--- config.mk ---
export PLATFORM = sky130hd
export DESIGN_NAME = fractional_divider_ratio_unit
export DESIGN_NICKNAME = d
export VERILOG_FILES = /design/src/rtl/fdr_pkg.sv /design/src/rtl/fractional_divider_ratio_unit.sv
export SDC_FILE = /design/constraint.sdc
export NUM_CORES = 1
export LEC_CHECK = 0
export BUFFER_PORTS_ARGS = -buffer_cell sky130_fd_sc_hd__buf_2
export CAP_MARGIN = 25
export CORE_UTILIZATION = 41
export DETAILED_ROUTE_END_ITERATION = 12
export PLACE_DENSITY = 0.63
export SYNTH_ARGS = -nofsm -noshare
export SYNTH_HDL_FRONTEND = slang
export SYNTH_SLANG_ARGS = --single-unit
--- constraint.sdc ---
create_clock -name clk_i -period 8 [get_ports clk_i]
set_clock_uncertainty 0.1 [all_clocks]
set_input_delay 0.4 -clock clk_i [delete_from_list [all_inputs] [get_ports clk_i]]
set_output_delay 0.4 -clock clk_i [all_outputs]
set_load 0.01 [all_outputs]
--- src/rtl/fdr_pkg.sv ---
// fdr_pkg: shared types and constants for the fractional divider ratio unit
// holds the sequencer state encoding and the stream port widths
// no dependencies
`timescale 1ns / 1ps

package fdr_pkg;

  localparam int unsigned FreqW      = 32;
  localparam int unsigned SelW       = 3;
  localparam int unsigned CodeW      = 3;
  localparam int unsigned InDataW    = 40;
  localparam int unsigned InUserW    = 3;
  localparam int unsigned OutDataW   = 104;
  localparam int unsigned OutUserW   = 4;

  typedef enum logic [5:0] {
    ST_IDLE   = 6'b000001,
    ST_DIV_A  = 6'b000010,
    ST_GCD    = 6'b000100,
    ST_GSET   = 6'b001000,
    ST_DIV_BC = 6'b010000,
    ST_FINISH = 6'b100000
  } state_e;

endpackage

--- src/rtl/fractional_divider_ratio_unit.sv ---
// fractional_divider_ratio_unit: source / target as a + b/c in lowest terms
// one shared subtractor serves a restoring divider and a binary gcd loop
// depends on fdr_pkg
`timescale 1ns / 1ps

// Usage
//   cfg_we_i / cfg_wdata_i write the source frequency (reset 0); write it only
//   while no request is in flight.
//   s_axis takes one request word: tdata = target frequency [31:0], output
//   divider code [34:32]; tuser = output select.
//   m_axis gives one result word per request: tdata = integer part [31:0],
//   numerator [63:32], denominator [95:64], divider code [98:96]; tuser =
//   selected output [2:0], divide error [3].
// Sequencing
//   one request at a time; s_axis_tready is high only while the sequencer is
//   idle. A zero target goes straight to the output register with the divide
//   error set, and an exact division gives the fraction 0/1 after the first
//   division. Otherwise the steps are the first division, the binary gcd,
//   setting up the divisor, two more divisions and the load of the output
//   register; the divisions and the gcd all use one shared subtractor. The
//   next request is taken once the sequencer is back in idle after the load.
// Reset and stalls
//   reset clears the sequencer, the output valid and the source register.
//   The result sits in an output register; a new request is taken while it
//   waits. If the receiver still stalls when the next result is done, the
//   sequencer holds it until the output register frees up.
module fractional_divider_ratio_unit #(
  parameter int unsigned FREQ_BITS = 32
) (
  input  logic                          clk_i,
  input  logic                          rst_ni,
  input  logic                          cfg_we_i,
  input  logic [fdr_pkg::FreqW-1:0]     cfg_wdata_i,
  input  logic                          s_axis_tvalid,
  output logic                          s_axis_tready,
  // target_frequency [31:0], output_divider_code [34:32], zero fill
  input  logic [fdr_pkg::InDataW-1:0]   s_axis_tdata,
  // output_select [2:0]
  input  logic [fdr_pkg::InUserW-1:0]   s_axis_tuser,
  output logic                          m_axis_tvalid,
  input  logic                          m_axis_tready,
  // integer_part [31:0], fraction_numerator [63:32],
  // fraction_denominator [95:64], divider_code [98:96], zero fill
  output logic [fdr_pkg::OutDataW-1:0]  m_axis_tdata,
  // selected_output [2:0], divide_error [3]
  output logic [fdr_pkg::OutUserW-1:0]  m_axis_tuser
);

  localparam int unsigned W  = FREQ_BITS;
  localparam int unsigned CW = $clog2(W);

  fdr_pkg::state_e state_q, state_d;
  logic [CW-1:0]   cnt_q, cnt_d;
  logic [CW-1:0]   k_q, k_d;
  logic [W-1:0]    r_q, r_d, q_q, q_d, d_q, d_d;
  logic [W-1:0]    x_q, x_d, y_q, y_d;
  logic [W-1:0]    tgt_q, tgt_d, rem_q, rem_d;
  logic [W-1:0]    a_q, a_d, b_q, b_d, c_q, c_d;
  logic            second_q, second_d;
  logic [fdr_pkg::SelW-1:0]  sel_q, sel_d;
  logic [fdr_pkg::CodeW-1:0] code_q, code_d;
  logic            err_q, err_d;
  logic [fdr_pkg::FreqW-1:0] src_q;

  logic                       out_valid_q, out_valid_d, out_load;
  logic [fdr_pkg::FreqW-1:0]  out_a_q, out_b_q, out_c_q;
  logic [fdr_pkg::SelW-1:0]   out_sel_q;
  logic [fdr_pkg::CodeW-1:0]  out_code_q;
  logic                       out_err_q;

  logic [W-1:0] src_w, tgt_w;
  logic         in_fire;

  // shared subtractor
  logic [W:0]   sub_a, sub_b, sub_diff;
  logic         sub_neg, is_div, x_ge_y;
  logic [W:0]   div_shift;
  logic [W-1:0] r_step, q_step;

  assign src_w   = (W)'(src_q);
  assign tgt_w   = (W)'(s_axis_tdata[31:0]);
  assign s_axis_tready = (state_q == fdr_pkg::ST_IDLE);
  assign in_fire = s_axis_tvalid && s_axis_tready;

  assign is_div    = (state_q == fdr_pkg::ST_DIV_A) || (state_q == fdr_pkg::ST_DIV_BC);
  assign x_ge_y    = (x_q >= y_q);
  assign div_shift = {r_q, q_q[W-1]};

  always_comb begin
    if (is_div) begin
      sub_a = div_shift;
      sub_b = {1'b0, d_q};
    end else if (x_ge_y) begin
      sub_a = {1'b0, x_q};
      sub_b = {1'b0, y_q};
    end else begin
      sub_a = {1'b0, y_q};
      sub_b = {1'b0, x_q};
    end
  end

  assign sub_diff = sub_a - sub_b;
  assign sub_neg  = sub_diff[W];
  assign r_step   = sub_neg ? div_shift[W-1:0] : sub_diff[W-1:0];
  assign q_step   = {q_q[W-2:0], ~sub_neg};

  assign out_load = (state_q == fdr_pkg::ST_FINISH) && (!out_valid_q || m_axis_tready);

  always_comb begin
    state_d  = state_q;
    cnt_d    = cnt_q;
    k_d      = k_q;
    r_d      = r_q;
    q_d      = q_q;
    d_d      = d_q;
    x_d      = x_q;
    y_d      = y_q;
    tgt_d    = tgt_q;
    rem_d    = rem_q;
    a_d      = a_q;
    b_d      = b_q;
    c_d      = c_q;
    second_d = second_q;
    sel_d    = sel_q;
    code_d   = code_q;
    err_d    = err_q;

    unique case (state_q)
      fdr_pkg::ST_IDLE: begin
        if (in_fire) begin
          sel_d  = s_axis_tuser[2:0];
          code_d = s_axis_tdata[34:32];
          tgt_d  = tgt_w;
          r_d    = '0;
          q_d    = src_w;
          d_d    = tgt_w;
          cnt_d  = CW'(W - 1);
          if (tgt_w == '0) begin
            err_d   = 1'b1;
            a_d     = '0;
            b_d     = '0;
            c_d     = '0;
            state_d = fdr_pkg::ST_FINISH;
          end else begin
            err_d   = 1'b0;
            state_d = fdr_pkg::ST_DIV_A;
          end
        end
      end
      fdr_pkg::ST_DIV_A: begin
        r_d = r_step;
        q_d = q_step;
        cnt_d = cnt_q - 1'b1;
        if (cnt_q == '0) begin
          a_d   = q_step;
          rem_d = r_step;
          if (r_step == '0) begin
            // exact division: fraction is 0/1
            b_d     = '0;
            c_d     = W'(1);
            state_d = fdr_pkg::ST_FINISH;
          end else begin
            x_d     = r_step;
            y_d     = tgt_q;
            k_d     = '0;
            state_d = fdr_pkg::ST_GCD;
          end
        end
      end
      fdr_pkg::ST_GCD: begin
        if (x_q == y_q) begin
          state_d = fdr_pkg::ST_GSET;
        end else if (!x_q[0] && !y_q[0]) begin
          x_d = x_q >> 1;
          y_d = y_q >> 1;
          k_d = k_q + 1'b1;
        end else if (!x_q[0]) begin
          x_d = x_q >> 1;
        end else if (!y_q[0]) begin
          y_d = y_q >> 1;
        end else if (x_ge_y) begin
          x_d = sub_diff[W-1:0] >> 1;
        end else begin
          y_d = sub_diff[W-1:0] >> 1;
        end
      end
      fdr_pkg::ST_GSET: begin
        // divisor is the gcd, odd part restored by the common power of two
        d_d      = x_q << k_q;
        r_d      = '0;
        q_d      = rem_q;
        cnt_d    = CW'(W - 1);
        second_d = 1'b0;
        state_d  = fdr_pkg::ST_DIV_BC;
      end
      fdr_pkg::ST_DIV_BC: begin
        r_d = r_step;
        q_d = q_step;
        cnt_d = cnt_q - 1'b1;
        if (cnt_q == '0) begin
          if (!second_q) begin
            b_d      = q_step;
            r_d      = '0;
            q_d      = tgt_q;
            cnt_d    = CW'(W - 1);
            second_d = 1'b1;
          end else begin
            c_d     = q_step;
            state_d = fdr_pkg::ST_FINISH;
          end
        end
      end
      fdr_pkg::ST_FINISH: begin
        if (out_load) begin
          state_d = fdr_pkg::ST_IDLE;
        end
      end
      default: begin
        state_d = fdr_pkg::ST_IDLE;
      end
    endcase
  end

  always_comb begin
    out_valid_d = out_valid_q;
    if (out_load) begin
      out_valid_d = 1'b1;
    end else if (m_axis_tready) begin
      out_valid_d = 1'b0;
    end
  end

  always_ff @(posedge clk_i or negedge rst_ni) begin
    if (!rst_ni) begin
      state_q     <= fdr_pkg::ST_IDLE;
      cnt_q       <= '0;
      second_q    <= 1'b0;
      out_valid_q <= 1'b0;
      src_q       <= '0;
    end else begin
      state_q     <= state_d;
      cnt_q       <= cnt_d;
      second_q    <= second_d;
      out_valid_q <= out_valid_d;
      if (cfg_we_i) begin
        src_q <= cfg_wdata_i;
      end
    end
  end

  always_ff @(posedge clk_i) begin
    k_q    <= k_d;
    r_q    <= r_d;
    q_q    <= q_d;
    d_q    <= d_d;
    x_q    <= x_d;
    y_q    <= y_d;
    tgt_q  <= tgt_d;
    rem_q  <= rem_d;
    a_q    <= a_d;
    b_q    <= b_d;
    c_q    <= c_d;
    sel_q  <= sel_d;
    code_q <= code_d;
    err_q  <= err_d;
    if (out_load) begin
      out_a_q    <= 32'(a_q);
      out_b_q    <= 32'(b_q);
      out_c_q    <= 32'(c_q);
      out_sel_q  <= sel_q;
      out_code_q <= code_q;
      out_err_q  <= err_q;
    end
  end

  assign m_axis_tvalid = out_valid_q;
  assign m_axis_tdata  = {5'd0, out_code_q, out_c_q, out_b_q, out_a_q};
  assign m_axis_tuser  = {out_err_q, out_sel_q};

  // a finished result always reaches the output register
  a_finish_loads: assert property (@(posedge clk_i) disable iff (!rst_ni)
    (state_q == fdr_pkg::ST_FINISH) && (!out_valid_q || m_axis_tready) |=> out_valid_q)
    else $error("finished result not loaded");

  // error results carry a zero ratio
  a_err_zero: assert property (@(posedge clk_i) disable iff (!rst_ni)
    out_valid_q && out_err_q |-> (out_a_q == '0) && (out_b_q == '0) && (out_c_q == '0))
    else $error("error result with nonzero ratio");

  // a good result never has a zero denominator
  a_den_nonzero: assert property (@(posedge clk_i) disable iff (!rst_ni)
    out_valid_q && !out_err_q |-> (out_c_q != '0))
    else $error("zero denominator");

  // gcd operands stay nonzero so the loop ends
  a_gcd_nonzero: assert property (@(posedge clk_i) disable iff (!rst_ni)
    (state_q == fdr_pkg::ST_GCD) |-> (x_q != '0) && (y_q != '0))
    else $error("gcd operand hit zero");

endmodule
==> flow_metrics.py <==
metrics = {
    "floorplan": {
        "dieWidth_um": 250,
        "die_y_um": 250,
        "start_util": 0.416,
        "core_um2": 60600,
        "num_rows": 90,
        "dieArea_um2": 62500,
        "design.portCount": 190,
    },
    "yosys": {
        "synth_cell_types": 93,
        "async_flop_share": 0.0938,
        "yosys_most_used_dff": "edfxtp_1",
        "synth-seq-area-share": 0.563,
        "avgSynthCellArea_um2": 11.2,
        "ys_seq_elements": 480,
        "synth_warnings": 0,
        "syn_inst": 2259,
        "synth_edf_count": 435,
        "syn_area_um2": 25200,
    },
    "power_and_ir_drop": {
        "power_switching_uw": 3950,
        "p_per_area_nw_per_um2": 336,
        "p_sw_frac": 0.397,
        "pwr-share-clk": 0.234,
        "pwr-share-comb": 0.409,
        "power_frac_seq": 0.357,
        "leakagePower_uw": 0.0120,
        "internal_power_uw": 6000,
        "ir_worst_vdd_mv": 0.206,
    },
    "clock_tree": {
        "cts_tree": "done",
        "clock_sinks": 480,
        "cts-resized-gates": 0,
        "clkSlewWorstSetupHoldPaths_ps": 60,
        "cts_hold_buf": 72,
        "post_cts_buffers": 0,
        "insertion_delay_ps": 590,
        "cts-root-buf": "clkbuf_16",
        "htree_levels": 2,
        "clockBufferDepth": 3,
        "cts_buffers": 48,
    },
    "placed_design": {
        "gp_congestion": 0.948,
        "portBuffers": 179,
        "hpwl_mm": 54.8,
        "place_area_um2": 27300,
    },
    "finish": {
        "postLayoutCoreUtil": 0.490,
        "final_nets": 2647,
        "fin_area_um2": 29700,
        "area_growth_pct": 17.7,
        "fillerInstances": 5347,
        "drive_gt1_frac": 0.185,
    },
    "worst_hold_path": {
        "whs_endpoint": "m_axis_tvalid$_DFFE_PN0P_",
        "hold_depth": 3,
        "min_path_type": "in2reg",
        "min_from": "m_axis_tready",
    },
    "grt": {
        "grt_pass1_wl_mm": 115,
        "antenna_found_initial": 0,
        "grt_overflow": 0,
        "track_usage": 0.237,
        "grt_max_degree": 80,
        "grt_pass1_vias": 18700,
    },
    "critical_path": {
        "cp.required_ps": 8170,
        "worst_r2r_endpoint": "b_q[27]$_SDFFCE_PN0P_",
        "rrSetupSlack_ps": 610,
        "crit_chain": "ha_1 -> a21o_1 -> a21o_1 -> a21o_1 -> a211oi_1 -> o21ai_0 -> a21oi_1 -> nand3_4 -> buf_12 -> mux2i_1 -> nor2_1 -> a21oi_1 -> ha_1 -> a21oi_1 -> o21ai_0 -> or3_1 -> a211oi_1 -> o21bai_1 -> a2111oi_1 -> nand4b_1 -> or4_1 -> o211a_1 -> o21ai_2 -> buf_12",
        "cp_slowest_cell": "or4_1",
        "r2r_cells": 24,
        "critPathLaunchType": "flip-flop",
        "arrival_ps": 7570,
        "slowest_delay_ps": 540,
        "end_kind": "flip-flop",
        "worstPathMaxFanout": 41,
        "critPathBufInv": 2,
        "reg2reg_from": "x_q[17]$_DFFE_PP_",
        "cpLargestDelayFamily": "compound AO/OA/AOI/OAI gates",
        "crit_type": "reg2reg",
    },
    "routing": {
        "wl_per_cell_um": 22.8,
        "viasPerCell": 5.82,
        "drtAntennaViolNets": 0,
        "num_vias": 19300,
        "drc": 0,
        "drt_iter0_drc": 1954,
        "wl_mm": 75.5,
        "drt-pass1-iter-count": 6,
    },
    "sta": {
        "grt_setup_unrepaired": "no",
        "drv_slew": 0,
        "fmax_mhz": 135,
        "worstMarginPinSlew_ps": 1030,
        "slew_headroom": 0.315,
        "report.final.hold_viol_count": 0,
        "fin_crit_sh": 0.924,
        "tns_ps": 0,
        "setup_viol": 0,
        "min_period_ps": 7390,
    },
    "status": {
        "outcome": "finished, final reports clean",
    },
    "job": {
        "drv_cap": 0,
    },
}
[cells in the mapped netlist, drive strengths merged, types with 8 or more instances]
library cell | instances | share of area
nand4 | 21 | 0.0055
nor4 | 31 | 0.0083
or3 | 10 | 0.0025
nand3 | 77 | 0.015
xnor2 | 10 | 0.0035
mux4 | 26 | 0.023
buf | 37 | 0.0086
a21oi | 201 | 0.041
and2 | 16 | 0.0040
inv | 85 | 0.013
nand2 | 216 | 0.032
nor3 | 21 | 0.0042
o21ai | 140 | 0.028
mux2i | 77 | 0.031
a21boi | 8 | 0.0025
mux2 | 47 | 0.021
ha | 69 | 0.034
dfrtp | 44 | 0.044
nor2 | 195 | 0.029
a211oi | 22 | 0.0069
a22oi | 35 | 0.010
nor2b | 16 | 0.0040
a21o | 22 | 0.0066
a221oi | 33 | 0.011
o21a | 18 | 0.0054
edfxtp | 435 | 0.52
nand3b | 8 | 0.0024
clkbuf | 120 | 0.018
and3 | 99 | 0.025
[worst reg2reg max path: cells and delay by family (launching register included)]
| kind | cells | cell delay, ps |
|---|---|---|
| adders and majority gates | 2 | 770 |
| muxes | 1 | 210 |
| and+or+nand+nor | 5 | 1330 |
| DFF | 1 | 520 |
| buffers and inverters | 2 | 490 |
| AOI/OAI and AO/OA | 14 | 3640 |
[metrics by stage]
stage | total power, µW | hold slack, ps | instances | setup slack, ps
final | 9950 | 77.7 | 3319 | 605
after global routing | 10400 | 99.0 | 3318 | 282
after CTS | 9880 | 57.2 | 3317 | 658
after detailed placement | 7520 | 305 | 3156 | 690
after global placement | 7440 | 302 | 3156 | 820
after floorplan | 6030 | 4.41 | 2263 | 435
[area by class of cell]
cell class,count,area [µm²],share of cell area
clock buffer,63,1320,0.0445
timing repair buffer,341,2400,0.0811
inverter,85,319,0.0108
antenna,1,2.50,0.0000844
clock inverter,26,298,0.0100
sequential,480,14200,0.478
tap,782,978,0.0330
multi-input combinational,1541,10100,0.342
[power by group through the flow]
stage               clock [µW]  sequential, µW  combinational [µW]
global route              2460            3570                4390
finish                    2330            3550                4070
floorplan                    0            3480                2550
global placement             0            3580                3860
CTS                       2370            3540                3970
detailed placement           0            3590                3930
[how the worst max path moves through the flow]
stage	slack [ps]	depth (start not counted)	endpoint	from
after CTS	660	23	b_q[27]$_SDFFCE_PN0P_	x_q[17]$_DFFE_PP_
after floorplan	440	25	b_q[0]$_SDFFCE_PN0P_	x_q[25]$_DFFE_PP_
after detailed placement	690	23	b_q[27]$_SDFFCE_PN0P_	x_q[17]$_DFFE_PP_
final	610	24	b_q[27]$_SDFFCE_PN0P_	x_q[17]$_DFFE_PP_
after global routing	280	24	b_q[27]$_SDFFCE_PN0P_	x_q[17]$_DFFE_PP_
after global placement	820	25	b_q[26]$_SDFFCE_PN0P_	x_q[17]$_DFFE_PP_
[cells by family after synthesis]
| group | synth area share |
|---|---|
| mux | 0.0748 |
| compound gates | 0.140 |
| xor+xnor | 0.00556 |
| fa+ha+maj | 0.0350 |
| buf+inv | 0.0392 |
| simple gates | 0.142 |
| other cells | 0.000149 |
| flops | 0.563 |
[layout by cell type (no fill, tap or decap), types with 18 or more instances in the layout]
master / n
ha_1: 69
nand3_1: 76
nor3_1: 20
mux2i_1: 77
mux2_2: 47
edfxtp_1: 435
clkbuf_16: 49
buf_2: 179
o21ai_0: 134
a21o_1: 21
mux4_2: 26
nor4_1: 29
dfrtp_1: 44
nand2_1: 214
inv_1: 84
nand4_1: 20
a221oi_1: 33
nor2_1: 193
dlygate4sd3_1: 72
a211oi_1: 20
a21oi_1: 196
and3_1: 99
buf_4: 81
a22oi_1: 34
o21a_1: 18
[layer usage]
layer | global-route usage | up-vias | wire [µm]
met5 | 0 | - | 0
met4 | 0.0694 | 0 | 2110
met3 | 0.0275 | 119 | 4770
met2 | 0.387 | 766 | 35400
met1 | 0.333 | 9478 | 33200
li1 | - | 8952 | -
Power figures use the tool's default switching activity.
